### config.mk
export PLATFORM = sky130hd
export DESIGN_NAME = resp_command_parser_unit
export DESIGN_NICKNAME = d
export VERILOG_FILES = /design/src/rtl/rcp_pkg.sv /design/src/rtl/rcp_name_match.sv /design/src/rtl/resp_command_parser_unit.sv
export SDC_FILE = /design/constraint.sdc
export NUM_CORES = 1
export LEC_CHECK = 0
export BUFFER_PORTS_ARGS = -buffer_cell sky130_fd_sc_hd__buf_2
export CORE_MARGIN = 2
export CORE_UTILIZATION = 40
export DETAILED_ROUTE_END_ITERATION = 8
export PLACE_DENSITY = 0.6
export SLEW_MARGIN = 20
export SYNTH_ARGS = -nofsm -noshare
export SYNTH_HDL_FRONTEND = slang
export SYNTH_SLANG_ARGS = --single-unit
### constraint.sdc
create_clock -name clk -period 33.6 [get_ports clk]
set_input_delay 5.04 -clock clk [delete_from_list [all_inputs] [get_ports clk]]
set_output_delay 5.04 -clock clk [all_outputs]
set_load 0.01 [all_outputs]
### src/rtl/rcp_pkg.sv
// Shared types, codes and helpers for the RESP command parser.
package rcp_pkg;

  // Result kinds.
  localparam logic [1:0] EV_ARG_BYTE = 2'd0;
  localparam logic [1:0] EV_COMMAND  = 2'd1;
  localparam logic [1:0] EV_ERROR    = 2'd2;

  // Command codes.
  localparam logic [2:0] CMD_SET    = 3'd0;
  localparam logic [2:0] CMD_GET    = 3'd1;
  localparam logic [2:0] CMD_DEL    = 3'd2;
  localparam logic [2:0] CMD_EXISTS = 3'd3;
  localparam logic [2:0] CMD_KEYS   = 3'd4;

  // Error codes.
  localparam logic [1:0] ERR_NONE     = 2'd0;
  localparam logic [1:0] ERR_PROTOCOL = 2'd1;
  localparam logic [1:0] ERR_UNKNOWN  = 2'd2;
  localparam logic [1:0] ERR_ARGCOUNT = 2'd3;

  // Longest command name that is buffered.
  localparam int NAME_MAX = 6;

  typedef logic [NAME_MAX-1:0][7:0] name_buf_t;

  // Outcome of the command name lookup.
  typedef struct packed {
    logic [2:0] cmd;
    logic [1:0] err;
  } match_t;

  // Fold a lower-case letter to upper case.
  function automatic logic [7:0] to_upper(input logic [7:0] c);
    logic [7:0] r;
    r = c;
    if (c >= "a" && c <= "z") begin
      r = c - 8'd32;
    end
    return r;
  endfunction

endpackage

### src/rtl/rcp_name_match.sv
// Case-insensitive lookup of the buffered command name.
module rcp_name_match (
  input  rcp_pkg::name_buf_t name,
  input  logic [2:0]         name_length,
  input  logic               name_too_long,
  output rcp_pkg::match_t    result
);

  logic [7:0] up [rcp_pkg::NAME_MAX];
  logic       is_set, is_get, is_del, is_exists, is_keys;

  // Fold every buffered byte; bytes beyond the name length never decide a match.
  always_comb begin
    for (int i = 0; i < rcp_pkg::NAME_MAX; i++) begin
      up[i] = rcp_pkg::to_upper(name[i]);
    end
  end

  // Parallel compare against each known name of matching length.
  assign is_set    = (name_length == 3'd3) && ({up[0], up[1], up[2]} == "SET");
  assign is_get    = (name_length == 3'd3) && ({up[0], up[1], up[2]} == "GET");
  assign is_del    = (name_length == 3'd3) && ({up[0], up[1], up[2]} == "DEL");
  assign is_keys   = (name_length == 3'd4) && ({up[0], up[1], up[2], up[3]} == "KEYS");
  assign is_exists = (name_length == 3'd6) &&
                     ({up[0], up[1], up[2], up[3], up[4], up[5]} == "EXISTS");

  // A name that overflowed the buffer is always unknown.
  always_comb begin
    result.cmd = rcp_pkg::CMD_SET;
    result.err = rcp_pkg::ERR_UNKNOWN;
    if (!name_too_long) begin
      priority if (is_set) begin
        result.err = rcp_pkg::ERR_NONE;
      end else if (is_get) begin
        result.cmd = rcp_pkg::CMD_GET;
        result.err = rcp_pkg::ERR_NONE;
      end else if (is_del) begin
        result.cmd = rcp_pkg::CMD_DEL;
        result.err = rcp_pkg::ERR_NONE;
      end else if (is_exists) begin
        result.cmd = rcp_pkg::CMD_EXISTS;
        result.err = rcp_pkg::ERR_NONE;
      end else if (is_keys) begin
        result.cmd = rcp_pkg::CMD_KEYS;
        result.err = rcp_pkg::ERR_NONE;
      end else begin
        result.err = rcp_pkg::ERR_UNKNOWN;
      end
    end
  end

endmodule

### src/rtl/resp_command_parser_unit.sv
// Top level of the RESP command parser: byte stream in, argument bytes and events out.
//
// The parser takes one protocol byte per request and sustains one byte per clock
// while the output is not back-pressured. Each byte passes an input register, one
// step of the parse state machine (a digit multiply-by-ten and add, a limit compare,
// a parallel name compare) and lands in a result register. The output register is
// refilled in the cycle it is taken, and the input register takes a new byte whenever
// the parse step can advance. Key bytes (arg_index 1) and value bytes (arg_index 2)
// stream out as they arrive; after the last element a command event carries the key
// and value lengths, or an error event is emitted. Protocol errors skip input up to
// the next LF.
module resp_command_parser_unit #(
  parameter int LENGTH_BITS = 32,
  parameter int COUNT_BITS  = 16
) (
  input  logic        clk,
  input  logic        rst,
  input  logic        s_axis_tvalid,
  output logic        s_axis_tready,
  input  logic [7:0]  s_axis_tdata,   // [7:0] in_byte
  output logic        m_axis_tvalid,
  input  logic        m_axis_tready,
  output logic [79:0] m_axis_tdata,   // [1:0] arg_index, [9:2] data_byte,
                                      // [12:10] command_type, [14:13] error_code,
                                      // [46:15] key_length, [78:47] value_length
  output logic [1:0]  m_axis_tuser    // [1:0] event_kind
);

  localparam int ACC_BITS = (LENGTH_BITS > COUNT_BITS) ? LENGTH_BITS : COUNT_BITS;

  // Parse phases.
  localparam logic [3:0] PH_STAR   = 4'd0;
  localparam logic [3:0] PH_CNT    = 4'd1;
  localparam logic [3:0] PH_CNT_LF = 4'd2;
  localparam logic [3:0] PH_DOLLAR = 4'd3;
  localparam logic [3:0] PH_LEN    = 4'd4;
  localparam logic [3:0] PH_LEN_LF = 4'd5;
  localparam logic [3:0] PH_DATA   = 4'd6;
  localparam logic [3:0] PH_TRAIL  = 4'd7;
  localparam logic [3:0] PH_SKIP   = 4'd8;

  // Input register.
  logic       in_valid;
  logic [7:0] in_byte;

  // Parser state.
  logic [3:0]             parse_phase, parse_phase_next;
  logic [COUNT_BITS-1:0]  tokens_left, tokens_left_next;
  logic [COUNT_BITS-1:0]  token_number, token_number_next;
  logic [LENGTH_BITS-1:0] bytes_left, bytes_left_next;
  logic [ACC_BITS-1:0]    number_accumulator, number_accumulator_next;
  logic                   digit_seen, digit_seen_next;
  rcp_pkg::name_buf_t     name_buffer;
  logic [2:0]             name_length, name_length_next;
  logic                   name_too_long, name_too_long_next;
  logic [2:0]             current_command, current_command_next;
  logic [1:0]             pending_error, pending_error_next;
  logic [LENGTH_BITS-1:0] saved_key_length, saved_key_length_next;
  logic [LENGTH_BITS-1:0] saved_value_length, saved_value_length_next;
  logic                   name_write;

  // Result register contents.
  logic       ev_valid;
  logic [1:0] ev_kind, ev_arg, ev_err;
  logic [7:0] ev_data;
  logic [2:0] ev_cmd;
  logic [31:0] ev_klen, ev_vlen;
  logic [1:0] out_kind, out_arg, out_err;
  logic [7:0] out_data;
  logic [2:0] out_cmd;
  logic [31:0] out_klen, out_vlen;

  logic advance, step;
  logic is_digit;
  logic [ACC_BITS+3:0] acc_times_ten;
  logic count_overflow, length_overflow;
  logic [LENGTH_BITS-1:0] bytes_dec;
  logic [COUNT_BITS-1:0] tokens_dec, token_inc;
  logic [2:0] fin_cmd;
  logic [1:0] fin_err;
  rcp_pkg::match_t lookup;

  // Handshake: the step runs when the result register is free or being drained.
  assign advance       = !m_axis_tvalid || m_axis_tready;
  assign step          = in_valid && advance;
  assign s_axis_tready = !in_valid || advance;

  always_ff @(posedge clk) begin
    if (rst) begin
      in_valid <= 1'b0;
    end else if (s_axis_tready) begin
      in_valid <= s_axis_tvalid;
    end
  end

  always_ff @(posedge clk) begin
    if (s_axis_tready && s_axis_tvalid) begin
      in_byte <= s_axis_tdata;
    end
  end

  rcp_name_match u_match (
    .name          (name_buffer),
    .name_length   (name_length),
    .name_too_long (name_too_long),
    .result        (lookup)
  );

  // Digit accumulation and the two range limits.
  assign is_digit = (in_byte >= "0") && (in_byte <= "9");
  assign acc_times_ten = ({4'd0, number_accumulator} << 3) + ({4'd0, number_accumulator} << 1)
                         + (ACC_BITS+4)'(in_byte - "0");
  assign count_overflow  = |acc_times_ten[ACC_BITS+3:COUNT_BITS];
  assign length_overflow = |acc_times_ten[ACC_BITS+3:LENGTH_BITS];

  assign bytes_dec  = bytes_left - LENGTH_BITS'(1);
  assign tokens_dec = tokens_left - COUNT_BITS'(1);
  assign token_inc  = token_number + COUNT_BITS'(1);

  // The name is classified in the same step that ends the first element.
  always_comb begin
    if (token_number == '0) begin
      fin_cmd = lookup.cmd;
      fin_err = lookup.err;
    end else begin
      fin_cmd = current_command;
      fin_err = pending_error;
    end
  end

  // One parse step for the byte in the input register.
  always_comb begin
    parse_phase_next        = parse_phase;
    tokens_left_next        = tokens_left;
    token_number_next       = token_number;
    bytes_left_next         = bytes_left;
    number_accumulator_next = number_accumulator;
    digit_seen_next         = digit_seen;
    name_length_next        = name_length;
    name_too_long_next      = name_too_long;
    current_command_next    = current_command;
    pending_error_next      = pending_error;
    saved_key_length_next   = saved_key_length;
    saved_value_length_next = saved_value_length;
    name_write              = 1'b0;
    ev_valid = 1'b0;
    ev_kind  = rcp_pkg::EV_ARG_BYTE;
    ev_arg   = 2'd0;
    ev_data  = 8'd0;
    ev_cmd   = rcp_pkg::CMD_SET;
    ev_err   = rcp_pkg::ERR_NONE;
    ev_klen  = 32'd0;
    ev_vlen  = 32'd0;

    unique case (parse_phase)
      PH_STAR: begin
        if (in_byte == "*") begin
          tokens_left_next        = '0;
          token_number_next       = '0;
          number_accumulator_next = '0;
          digit_seen_next         = 1'b0;
          name_length_next        = 3'd0;
          name_too_long_next      = 1'b0;
          current_command_next    = rcp_pkg::CMD_SET;
          pending_error_next      = rcp_pkg::ERR_NONE;
          saved_key_length_next   = '0;
          saved_value_length_next = '0;
          parse_phase_next        = PH_CNT;
        end else begin
          ev_valid = 1'b1;
        end
      end
      PH_CNT, PH_LEN: begin
        if (is_digit) begin
          if ((parse_phase == PH_CNT) ? count_overflow : length_overflow) begin
            ev_valid = 1'b1;
          end else begin
            number_accumulator_next = acc_times_ten[ACC_BITS-1:0];
            digit_seen_next         = 1'b1;
          end
        end else if (in_byte == 8'h0d && digit_seen) begin
          parse_phase_next = (parse_phase == PH_CNT) ? PH_CNT_LF : PH_LEN_LF;
        end else begin
          ev_valid = 1'b1;
        end
      end
      PH_CNT_LF: begin
        if (in_byte != 8'h0a || number_accumulator == '0) begin
          ev_valid = 1'b1;
        end else begin
          tokens_left_next  = number_accumulator[COUNT_BITS-1:0];
          token_number_next = '0;
          parse_phase_next  = PH_DOLLAR;
        end
      end
      PH_DOLLAR: begin
        if (in_byte == "$") begin
          number_accumulator_next = '0;
          digit_seen_next         = 1'b0;
          parse_phase_next        = PH_LEN;
        end else begin
          ev_valid = 1'b1;
        end
      end
      PH_LEN_LF: begin
        if (in_byte != 8'h0a) begin
          ev_valid = 1'b1;
        end else begin
          if (token_number == COUNT_BITS'(1)) begin
            saved_key_length_next = number_accumulator[LENGTH_BITS-1:0];
          end else if (token_number == COUNT_BITS'(2)) begin
            saved_value_length_next = number_accumulator[LENGTH_BITS-1:0];
          end
          if (number_accumulator != '0) begin
            bytes_left_next  = number_accumulator[LENGTH_BITS-1:0];
            parse_phase_next = PH_DATA;
          end else begin
            bytes_left_next  = LENGTH_BITS'(2);
            parse_phase_next = PH_TRAIL;
          end
        end
      end
      PH_DATA: begin
        bytes_left_next = bytes_dec;
        if (bytes_dec == '0) begin
          bytes_left_next  = LENGTH_BITS'(2);
          parse_phase_next = PH_TRAIL;
        end
        if (token_number == '0) begin
          if (name_length < 3'(rcp_pkg::NAME_MAX)) begin
            name_write       = 1'b1;
            name_length_next = name_length + 3'd1;
          end else begin
            name_too_long_next = 1'b1;
          end
        end else if (token_number == COUNT_BITS'(1) || token_number == COUNT_BITS'(2)) begin
          ev_valid = 1'b1;
          ev_kind  = rcp_pkg::EV_ARG_BYTE;
          ev_arg   = token_number[1:0];
          ev_data  = in_byte;
        end
      end
      PH_TRAIL: begin
        bytes_left_next = bytes_dec;
        if (bytes_dec == '0) begin
          current_command_next = fin_cmd;
          pending_error_next   = fin_err;
          token_number_next    = token_inc;
          tokens_left_next     = tokens_dec;
          if (tokens_dec == '0) begin
            parse_phase_next = PH_STAR;
            ev_valid         = 1'b1;
            if (fin_err != rcp_pkg::ERR_NONE) begin
              ev_kind = rcp_pkg::EV_ERROR;
              ev_err  = fin_err;
            end else if ((fin_cmd == rcp_pkg::CMD_SET && token_inc < COUNT_BITS'(3)) ||
                         ((fin_cmd == rcp_pkg::CMD_GET || fin_cmd == rcp_pkg::CMD_DEL ||
                           fin_cmd == rcp_pkg::CMD_EXISTS) && token_inc != COUNT_BITS'(2))) begin
              ev_kind = rcp_pkg::EV_ERROR;
              ev_err  = rcp_pkg::ERR_ARGCOUNT;
              ev_cmd  = fin_cmd;
            end else begin
              ev_kind = rcp_pkg::EV_COMMAND;
              ev_cmd  = fin_cmd;
              if (fin_cmd != rcp_pkg::CMD_KEYS) begin
                ev_klen = 32'(saved_key_length);
              end
              if (fin_cmd == rcp_pkg::CMD_SET) begin
                ev_vlen = 32'(saved_value_length);
              end
            end
          end else begin
            parse_phase_next = PH_DOLLAR;
          end
        end
      end
      PH_SKIP: begin
        if (in_byte == 8'h0a) begin
          parse_phase_next = PH_STAR;
        end
      end
      default: begin
        parse_phase_next = PH_STAR;
      end
    endcase

    // Every failure above is a protocol error that abandons the command.
    if (ev_valid && parse_phase != PH_DATA && parse_phase != PH_TRAIL) begin
      ev_kind          = rcp_pkg::EV_ERROR;
      ev_err           = rcp_pkg::ERR_PROTOCOL;
      parse_phase_next = (in_byte == 8'h0a) ? PH_STAR : PH_SKIP;
    end
  end

  // Control state.
  always_ff @(posedge clk) begin
    if (rst) begin
      parse_phase        <= PH_STAR;
      tokens_left        <= '0;
      token_number       <= '0;
      bytes_left         <= '0;
      number_accumulator <= '0;
      digit_seen         <= 1'b0;
      name_length        <= 3'd0;
      name_too_long      <= 1'b0;
      current_command    <= rcp_pkg::CMD_SET;
      pending_error      <= rcp_pkg::ERR_NONE;
      saved_key_length   <= '0;
      saved_value_length <= '0;
    end else if (step) begin
      parse_phase        <= parse_phase_next;
      tokens_left        <= tokens_left_next;
      token_number       <= token_number_next;
      bytes_left         <= bytes_left_next;
      number_accumulator <= number_accumulator_next;
      digit_seen         <= digit_seen_next;
      name_length        <= name_length_next;
      name_too_long      <= name_too_long_next;
      current_command    <= current_command_next;
      pending_error      <= pending_error_next;
      saved_key_length   <= saved_key_length_next;
      saved_value_length <= saved_value_length_next;
    end
  end

  // Name buffer: each entry is written only when the fill position reaches it.
  always_ff @(posedge clk) begin
    for (int i = 0; i < rcp_pkg::NAME_MAX; i++) begin
      if (step && name_write && name_length == 3'(i)) begin
        name_buffer[i] <= in_byte;
      end
    end
  end

  // Result register.
  always_ff @(posedge clk) begin
    if (rst) begin
      m_axis_tvalid <= 1'b0;
    end else if (advance) begin
      m_axis_tvalid <= step && ev_valid;
    end
  end

  always_ff @(posedge clk) begin
    if (step && ev_valid) begin
      out_kind <= ev_kind;
      out_arg  <= ev_arg;
      out_data <= ev_data;
      out_cmd  <= ev_cmd;
      out_err  <= ev_err;
      out_klen <= ev_klen;
      out_vlen <= ev_vlen;
    end
  end

  assign m_axis_tdata = {1'b0, out_vlen, out_klen, out_err, out_cmd, out_data, out_arg};
  assign m_axis_tuser = out_kind;

endmodule

==> metrics.yaml, run 1 <==
yosys:
  synth_nets: 2077
  ys_ff_latch: 313
  ys_types: 92
  synth_seq_area_share: 0.426
  synthXorXnorAreaFrac: 0.0249
  synth_ff_type: "dfxtp_1"
  avgSynthCellArea_um2: 9.07
  synth_edf_count: 137
  synthAdderAreaFrac: 0.0766
  yosys-top-cells-area: "edfxtp_1 23%, dfxtp_1 20%, ha_1 4.2%, a21oi_1 4.1%, nand2_1 4.0%"
  async_flop_share: 0
  synth-simple-area-share: 0.254
  syn_inst: 1974
  synth_top_area_frac: 0.230
  synth_warnings: 0
  synth_top_family_by_area: "simple AND/OR/NAND/NOR gates"
  synth_compound_area_frac: 0.157
  synth.largest_area_cell: "edfxtp_1"
  synth_mux_area_frac: 0.0205
  synth_area_um2: 17900
routing:
  wl_per_cell_um: 19.0
  vias: 15300
  first_pass_iters: 5
  routed_wl_um: 49800
  dr.first_iter.drc_count: 1308
  ant_nets: 0
  viasPerCell: 5.82
  drc: 0
cells_and_area:
  nets: 2111
  layout_common_cells: "191 x nand2_1, 176 x dfxtp_1, 174 x nor2_1, 144 x a21oi_1, 137 x edfxtp_1"
  layout_commonest_cell: "nand2_1"
  layout-drive-gt1-share: 0.109
  final_cells: 2628
  syn_to_final_growth_pct: 12.1
  stdcell_area_um2: 20100
  diodes: 0
global_routing:
  grtUsageTotal: 0.214
  grt_max_degree: 102
  grt-ovfl-total: 0
  grt_pass1_vias: 14500
  antenna_found_initial: 0
  grt_pass1_wl_um: 80100
timing:
  finalHoldViolations: 0
  fin_skew_ns: 0.0195
  fin_tns_setup_ns: 0
  slew-limit-headroom: 0.364
  slew_violations: 0
  setup_violations: 0
  final.period_utilization: 0.318
  tightest_slew_ns: 0.945
  fin_crit_ns: 10.67
  rsz0062_at_grt: "false"
  maxClockFrequency_mhz: 93.7
floorplan:
  core-area_um2: 44200
  start_util: 0.405
  die_area_um2: 46500
  die_y_um: 216
  io_pins: 96
  rows: 77
  die_width_um: 216
clock_tree:
  insertion_delay_ns: 0.56
  clkTransAtPathRegs_ns: 0.06
  h-tree-depth: 2
  cts_buffers: 36
  cts_resized: 0
  post_cts_buffers: 0
  ctsHoldBuffers: 0
  cts_tree: "done"
  cts_root_buf: "clkbuf_16"
  clk_path_buf_depth: 3
  cts.sinks: 313
setup_path:
  endpoint_kind: "output port"
  startpoint: "m_axis_tready"
  path_cells: "buf_2 -> nor2b_1 -> nand2_1 -> buf_2"
  ff2ff_path_depth: 15
  rr_endpoint: "out_klen[29]$_SDFFCE_PP0P_"
  reg2reg_slack_ns: 26.85
  crit_path_frequent_cell: "buf_2"
  critPathArrivalTime_ns: 5.63
  start_kind: "primary input"
  timing.rr.start: "in_byte[4]$_DFFE_PP_"
  crit_fanout: 5
  crit_path_top_delay_cell: "nor2b_1"
  path_class: "in -> out"
  cp.required_ns: 28.56
  critPathMaxStageDelay_ns: 0.23
placement:
  port_buffers: 94
  dp_hpwl_um: 33700
  place_congestion: 0.914
  place_inst: 2560
  placed_area_um2: 18800
hold_path:
  worst_hold_path.endpoint: "saved_value_length[4]$_SDFFE_PP0P_"
  hold_depth: 2
  hold_class: "reg -> reg"
  min_from: "saved_value_length[4]$_SDFFE_PP0P_"
power:
  ir_drop_mv: 0.0301
  p_leak_uw: 0.00742
  cellPowerDensity_nw_per_um2: 44.6
status:
  status: "finished, final reports clean"
job:
  cap_violations: 0
final cells by class:
cell class,instances,area [um2]
fill,4228,24100
multi-input combinational,1489,9590
sequential,313,7640
clock buffer,42,923
tap,592,741
timing repair buffer,115,658
clock inverter,24,338
inverter,53,199
cells in the mapped netlist (13+ instances only):
cell	instances
a221oi_1	21
edfxtp_1	137
nor4_1	39
a211oi_1	13
a31oi_1	28
or4_1	20
nand3_1	120
a21oi_1	145
inv_1	53
nor3_1	68
nand4_1	27
o21ai_0	77
a22oi_1	20
and2_1	91
mux2_1	25
buf_2	13
nor2b_1	32
fa_1	31
xor2_1	22
nand2_1	192
ha_1	60
o21a_1	13
or3_1	20
clkbuf_1	90
dfxtp_1	176
xnor2_1	29
nor2_1	176
stage by stage:
step / power, uW / util / worst slack (ns) / hold WS [ns]
floorplan: 462 / - / 23.01 / 0.432
global placement: 480 / 0.425 / 22.95 / 0.439
detailed placement: 482 / 0.425 / 22.94 / 0.443
CTS: 905 / 0.453 / 22.93 / 0.451
global route: 926 / 0.454 / 22.89 / 0.467
finish: 897 / 0.454 / 22.93 / 0.449
flip-flops by register name, indices dropped and copies added, names as in the netlist, 16 cells and up:
name                cells
name_buffer            48
bytes_left             32
number_accumulator     32
out_klen               32
out_vlen               32
saved_key_length       32
saved_value_length     32
token_number           16
tokens_left            16
how the worst max path moves through the flow:
stage / end
after CTS: s_axis_tready
final: s_axis_tready
after global placement: s_axis_tready
after floorplan: m_axis_tuser[0]$_SDFFCE_PP0P_
after detailed placement: s_axis_tready
after global routing: s_axis_tready
routing by layer:
layer / track usage / part of all wire
met3: 0.0248 / 0.055
met1: 0.293 / 0.46
met5: 0 / 0
met4: 0.0782 / 0.034
met2: 0.347 / 0.46
critical path: cells and delay by family:
kind                   cells  cell delay [ns]
AND/OR/NAND/NOR            2             0.34
buffers and inverters      2             0.24
power by group:
group	switching (uW)	internal (uW)
sequential	6.21	405
clock	169	254
combinational	42.3	20.9
total	217	680
logic make-up after synthesis:
family          count (synthesis)
compound gates                433
flops                         313
simple gates                  880
fa+ha+maj                      91
xor+xnor                       51
other cells                     1
mux                            33
buf+inv                       172
Note: power is estimated with default switching activity, not from simulation.
==> inputs of run 2 (changes only) <==
==> constraint.sdc (replaced) <==
create_clock -name clk -period 10.9 [get_ports clk]
set_input_delay 1.635 -clock clk [delete_from_list [all_inputs] [get_ports clk]]
set_output_delay 1.635 -clock clk [all_outputs]
set_load 0.01 [all_outputs]
==> metrics.yaml, run 2 (same netlist as run 1, synthesis figures left out) <==
timing:
  setup_violations: 0  # unchanged
  fin_skew_ns: 0.0133  # was 0.0195 ns
  tightest_slew_ns: 0.978  # was 0.945 ns
  rsz0062_at_grt: "false"  # unchanged
  maxClockFrequency_mhz: 156
  slew-limit-headroom: 0.343  # was 0.364
  finalHoldViolations: 0  # unchanged
  setup_slack_ns: 4.50  # was 22.93 ns
  final.period_utilization: 0.587
  slew_violations: 0  # unchanged
  fin_tns_setup_ns: 0  # unchanged
  fin_crit_ns: 6.40
  holdWs_ns: 0.448  # was 0.449 ns
clock_tree:
  cts_root_buf: "clkbuf_16"  # unchanged
  cts_tree: "done"  # unchanged
  h-tree-depth: 2  # unchanged
  post_cts_buffers: 0  # unchanged
  clk_path_buf_depth: 3  # unchanged
  cts_resized: 0  # unchanged
  ctsHoldBuffers: 0  # unchanged
  clkTransAtPathRegs_ns: 0.06  # about the same
  cts.sinks: 313  # unchanged
  cts_buffers: 36  # unchanged
  insertion_delay_ns: 0.55  # was 0.56 ns
setup_path:
  reg2reg_slack_ns: 4.50  # was 26.85 ns
  rr_endpoint: "out_klen[26]$_SDFFCE_PP0P_"  # was out_klen[29]$_SDFFCE_PP0P_
  ff2ff_path_depth: 15  # unchanged
  start_kind: "flop"  # was primary input
  timing.rr.start: "in_byte[5]$_DFFE_PP_"  # was in_byte[4]$_DFFE_PP_
  crit_fanout: 66  # was 5
  endpoint_kind: "flop"  # was output port
  path_class: "reg -> reg"  # was in -> out
  critPathArrivalTime_ns: 6.56  # was 5.63 ns
  cp.required_ns: 11.07  # was 28.56 ns
global_routing:
  antenna_found_initial: 0  # unchanged
  grt_pass1_wl_um: 80400  # was 80100 um
  grtUsageTotal: 0.217  # was 0.214
  grt_pass1_vias: 14500  # about the same
  grt-ovfl-total: 0  # unchanged
  grt_max_degree: 103  # was 102
cells_and_area:
  layout_commonest_cell: "nand2_1"  # unchanged
  syn_to_final_growth_pct: 11.2  # was 12.1%
  layout-drive-gt1-share: 0.102  # was 0.109
  nets: 2109  # was 2111
  n_fill_cell: 4277  # was 4228
  stdcell_area_um2: 19900  # was 20100 um2
  regMostFlops: "name_buffer"  # unchanged
  final_core_util: 0.451  # was 0.454
  layout_common_cells: "192 x nand2_1, 176 x dfxtp_1, 174 x nor2_1, 144 x a21oi_1, 137 x edfxtp_1"  # was 191 x nand2_1, 176 x dfxtp_1, 174 x nor2_1, 144 x a21oi_1, 137 x edfxtp_1
  diodes: 0  # unchanged
  largest_reg_flops: 48  # unchanged
floorplan:
  die_area_um2: 46500  # unchanged
  core-area_um2: 44200  # unchanged
  rows: 77  # unchanged
  start_util: 0.405  # unchanged
  die_y_um: 216  # unchanged
  die_width_um: 216  # unchanged
  io_pins: 96  # unchanged
power:
  ir_drop_mv: 0.110  # was 0.0301 mV
  p_leak_uw: 0.00734  # was 0.00742 uW
  cellPowerDensity_nw_per_um2: 132  # was 44.6 nW/um2
job:
  cap_violations: 0  # unchanged
hold_path:
  min_from: "saved_value_length[30]$_SDFFE_PP0P_"  # was saved_value_length[4]$_SDFFE_PP0P_
  worst_hold_path.endpoint: "saved_value_length[30]$_SDFFE_PP0P_"  # was saved_value_length[4]$_SDFFE_PP0P_
  hold_class: "reg -> reg"  # unchanged
  hold_depth: 2  # unchanged
routing:
  drc: 0  # unchanged
  m1WireLength_um: 23700  # was 22700 um
  top_layer: "met4"  # unchanged
  routed_wl_um: 51000  # was 49800 um
  wl_per_cell_um: 19.4  # was 19.0 um
  ant_nets: 0  # unchanged
  viasPerCell: 5.78  # was 5.82
  dr.first_iter.drc_count: 1237  # was 1308
  first_pass_iters: 5  # unchanged
  wl_met2_um: 22400  # was 22700 um
  vias: 15200  # was 15300
  wl_met3_um: 3050  # was 2730 um
placement:
  port_buffers: 94  # unchanged
  dp_hpwl_um: 35200  # was 33700 um
  place_congestion: 0.932  # was 0.914
  placed_area_um2: 18800  # about the same
  pre_cts_slack_ns: 4.50  # was 22.94 ns
status:
  status: "finished, final reports clean"  # unchanged
==> run 2: cell types whose count changed in the layout (fill, tap and decap cells not counted), sizes merged <==
cell	delta
buf	-2
bufinv	-6
clkbuf	+12
clkinv	-6
clkinvlp	-2
inv	+2
==> run 2: per-layer routing <==
metal  up-vias  global-route usage
li1       7290                   -
met3        98              0.0369
met1      7303               0.305
met4         0              0.0862
met5         -                   0
met2       490               0.331
==> run 2: metrics by stage <==
stage	std cells	power, uW
final	2626	2630
after global routing	2626	2720
after floorplan	1974	1420
after CTS	2625	2660
after global placement	2559	1480
after detailed placement	2559	1490
==> run 2: how the worst max path moves through the flow <==
stage	start	end	slack, ns	depth (start not counted)
floorplan	in_byte[5]$_DFFE_PP_	m_axis_tuser[0]$_SDFFCE_PP0P_	0.31	16
global placement	in_byte[5]$_DFFE_PP_	m_axis_tuser[1]$_SDFFCE_PP1P_	4.63	15
detailed placement	in_byte[5]$_DFFE_PP_	out_klen[13]$_SDFFCE_PP0P_	4.50	15
CTS	in_byte[5]$_DFFE_PP_	out_klen[18]$_SDFFCE_PP0P_	4.47	15
global route	in_byte[5]$_DFFE_PP_	out_klen[22]$_SDFFCE_PP0P_	4.06	15
finish	in_byte[5]$_DFFE_PP_	out_klen[26]$_SDFFCE_PP0P_	4.50	15
==> run 2: where the power goes <==
group          internal (uW)  switching (uW)  leakage (uW)  total (uW)
Sequential              1250            18.6       0.00272        1270
Clock                    678             492      0.000550        1170
Combinational           63.3             130       0.00407         194
==> run 2: area by class of cell <==
type | instances | area, um2 | area share
Tap cell | 592 | 741 | 0.0372
Clock inverter | 12 | 119 | 0.00597
Multi-Input combinational cell | 1489 | 9590 | 0.481
Sequential cell | 313 | 7640 | 0.383
Timing Repair Buffer | 113 | 623 | 0.0313
Clock buffer | 54 | 1020 | 0.0512
Inverter | 53 | 199 | 0.00998
==> run 2: worst max-delay path: stages (launching register included) <==
cell	delay, ns
edfxtp_1	0.57
ha_1	0.35
nor3_2	0.13
buf_4	0.41
fa_1	0.51
ha_1	0.44
nand4_1	0.25
a2111oi_0	0.39
nand2_1	0.20
a31oi_1	0.41
nor3_1	0.10
o31ai_1	0.34
o31ai_1	0.17
o211a_1	0.31
a21oi_4	0.55
buf_4	0.74
==> inputs of run 3 (changes only) <==
--- a/config.mk
+++ b/config.mk
@@ -9,7 +9,7 @@
 export CORE_MARGIN = 2
 export CORE_UTILIZATION = 40
 export DETAILED_ROUTE_END_ITERATION = 8
-export PLACE_DENSITY = 0.6
+export PLACE_DENSITY = 0.62
 export SLEW_MARGIN = 20
 export SYNTH_ARGS = -nofsm -noshare
 export SYNTH_HDL_FRONTEND = slang
==> constraint.sdc (replaced) <==
create_clock -name clk -period 5.7 [get_ports clk]
set_input_delay 0.855 -clock clk [delete_from_list [all_inputs] [get_ports clk]]
set_output_delay 0.855 -clock clk [all_outputs]
set_load 0.01 [all_outputs]
==> metrics.yaml, run 3 (same netlist as run 1, synthesis figures left out) <==
power:
  fin_total_pwr_uw: 5140  # was 2630 uW
  pwr-share-seq: 0.469  # was 0.482
  power_frac_comb: 0.075  # was 0.074
  p_sw_uw: 1250  # was 641 uW
  ir_drop_mv: 0.169  # was 0.110 mV
  switching_share: 0.243  # was 0.244
  p_leak_uw: 0.00757  # was 0.00734 uW
  clockPowerShare: 0.455  # was 0.445
  cellPowerDensity_nw_per_um2: 254  # was 132 nW/um2
  p_int_uw: 3900  # was 1990 uW
routing:
  wl_per_cell_um: 19.3  # was 19.4 um
  routed_wl_um: 51400  # was 51000 um
  dr.first_iter.drc_count: 1211  # was 1237
  first_pass_iters: 8  # was 5
  vias: 15300  # was 15200
  drc: 0  # unchanged
  ant_nets: 0  # unchanged
  viasPerCell: 5.76  # was 5.78
global_routing:
  antenna_found_initial: 0  # unchanged
  grt_pass1_vias: 14300  # was 14500
  grt_pass1_wl_um: 80900  # was 80400 um
  grt_max_degree: 90  # was 103
  grtUsageTotal: 0.219  # was 0.217
  grt-ovfl-total: 0  # unchanged
placement:
  dp_hpwl_um: 35500  # was 35200 um
  port_buffers: 94  # unchanged
  placed_area_um2: 19100  # was 18800 um2
  place_congestion: 0.900  # was 0.932
  place_inst: 2593  # was 2559
setup_path:
  path_class: "reg -> reg"  # unchanged
  timing.rr.start: "in_byte[4]$_DFFE_PP_"  # was in_byte[5]$_DFFE_PP_
  path_cells: "ha_4 -> nor3_4 -> buf_12 -> fa_1 -> ha_1 -> nand2_1 -> nor2_1 -> nand3_1 -> a31oi_1 -> a31oi_1 -> xnor2_1 -> or4_1 -> o31ai_1 -> o211a_1 -> a21oi_4 -> buf_12"  # was ha_1 -> nor3_2 -> buf_4 -> fa_1 -> ha_1 -> nand4_1 -> a2111oi_0 -> nand2_1 -> a31oi_1 -> nor3_1 -> o31ai_1 -> o31ai_1 -> o211a_1 -> a21oi_4 -> buf_4
  crit_fanout: 66  # unchanged
  critPathMaxStageDelay_ns: 0.55  # was 0.74 ns
  cpLargestDelayFamily: "simple AND/OR/NAND/NOR gates"  # was compound AO/OA/AOI/OAI gates
  startpoint: "in_byte[4]$_DFFE_PP_"  # was in_byte[5]$_DFFE_PP_
  worstPathBufferInverterCount: 2  # unchanged
  crit_path_top_delay_cell: "or4_1"  # was buf_4
  cp.required_ns: 5.94  # was 11.07 ns
  critPathArrivalTime_ns: 5.62  # was 6.56 ns
  endpoint_kind: "flop"  # unchanged
  start_kind: "flop"  # unchanged
cells_and_area:
  layout-drive-gt1-share: 0.123  # was 0.102
  nets: 2143  # was 2109
  layout_commonest_cell: "nand2_1"  # unchanged
  regMostFlops: "name_buffer"  # unchanged
  n_fill_cell: 4191  # was 4277
  largest_reg_flops: 48  # unchanged
  stdcell_area_um2: 20300  # was 19900 um2
  final_cells: 2661  # was 2626
  final_core_util: 0.459  # was 0.451
  layout_common_cells: "192 x nand2_1, 176 x dfxtp_1, 174 x nor2_1, 143 x a21oi_1, 137 x edfxtp_1"  # was 192 x nand2_1, 176 x dfxtp_1, 174 x nor2_1, 144 x a21oi_1, 137 x edfxtp_1
  syn_to_final_growth_pct: 13.3  # was 11.2%
  diodes: 0  # unchanged
floorplan:
  start_util: 0.405  # unchanged
  die_width_um: 216  # unchanged
  die_y_um: 216  # unchanged
  core-area_um2: 44200  # unchanged
  io_pins: 96  # unchanged
  die_area_um2: 46500  # unchanged
  rows: 77  # unchanged
timing:
  holdWs_ns: 0.448  # about the same
  tightest_slew_ns: 0.958  # was 0.978 ns
  fin_crit_ns: 5.38  # was 6.40 ns
  slew_violations: 0  # unchanged
  setup_violations: 0  # unchanged
  finalHoldViolations: 0  # unchanged
  rsz0062_at_grt: "false"  # unchanged
  fin_skew_ns: 0.0219  # was 0.0133 ns
  slew-limit-headroom: 0.362  # was 0.343
  final.period_utilization: 0.944  # was 0.587
  maxClockFrequency_mhz: 186  # was 156 MHz
clock_tree:
  post_cts_buffers: 0  # unchanged
  cts_buffers: 37  # was 36
  cts_root_buf: "clkbuf_16"  # unchanged
  cts_tree: "done"  # unchanged
  clk_path_buf_depth: 3  # unchanged
  cts.sinks: 313  # unchanged
  ctsHoldBuffers: 0  # unchanged
  insertion_delay_ns: 0.56  # was 0.55 ns
  clkTransAtPathRegs_ns: 0.06  # about the same
  h-tree-depth: 2  # unchanged
status:
  status: "finished, final reports clean"  # unchanged
hold_path:
  min_from: "saved_key_length[5]$_SDFFE_PP0P_"  # was saved_value_length[30]$_SDFFE_PP0P_
  hold_class: "reg -> reg"  # unchanged
job:
  cap_violations: 0  # unchanged
run 3: cell count changes in the layout (fill, tap and decap cells not counted), sizes merged:
cell,before,now
bufinv,1,2
clkbuf,54,50
clkinv,6,12
inv,57,56
buf,113,146
run 3: final timing paths:
check | cells after the start | slack (ns) | to
worst max-delay path | 16 | 0.32 | out_klen[27]$_SDFFCE_PP0P_
worst min-delay path | 2 | 0.45 | saved_key_length[5]$_SDFFE_PP0P_
worst max register to register | 16 | 0.32 | out_klen[27]$_SDFFCE_PP0P_
worst min register to register | 2 | 0.45 | saved_key_length[5]$_SDFFE_PP0P_
run 3: area by class of cell:
class                   instances  area, um2  area share
clock inverters                18        160     0.00789
inverters                      53        199     0.00980
well taps                     592        741      0.0365
multi-input cells            1489       9620       0.474
flip-flops and latches        313       7640       0.376
clock buffers                  50       1040      0.0511
repair buffers                146        901      0.0444
run 3: power by group through the flow:
| stage | registers (uW) | logic [uW] | clock network [uW] |
|---|---|---|---|
| CTS | 2410 | 387 | 2390 |
| global route | 2420 | 427 | 2480 |
| floorplan | 2470 | 250 | 0 |
| finish | 2410 | 388 | 2340 |
| detailed placement | 2460 | 385 | 0 |
| global placement | 2460 | 381 | 0 |
run 3: per-layer routing:
layer  part of all wire  vias to the layer above  global-route usage
met4              0.028                        0              0.0651
met2               0.45                      479               0.343
met1               0.45                     7387               0.306
li1                   -                     7370                   -
met5                  0                        -                   0
met3              0.070                       92              0.0423
run 3: tightest hold or removal path, stage by stage, from the launching register on:
cell     delay [ns]
dfxtp_1        0.30
nand2_1        0.05
a21oi_1        0.05
run 3: timing repair:
action	CTS	global route
setup endpoints to repair	0	18
gates resized for setup	0	1
endpoints found under the hold margin	0	0
run 3: through the flow:
step	setup WS, ns	TNS (ns)
4_1_cts	0.298	0
2_1_floorplan	-0.502	-40.69
5_1_grt	0.111	0
6_report	0.319	0
3_3_place_gp	0.383	0
3_5_place_dp	0.302	0
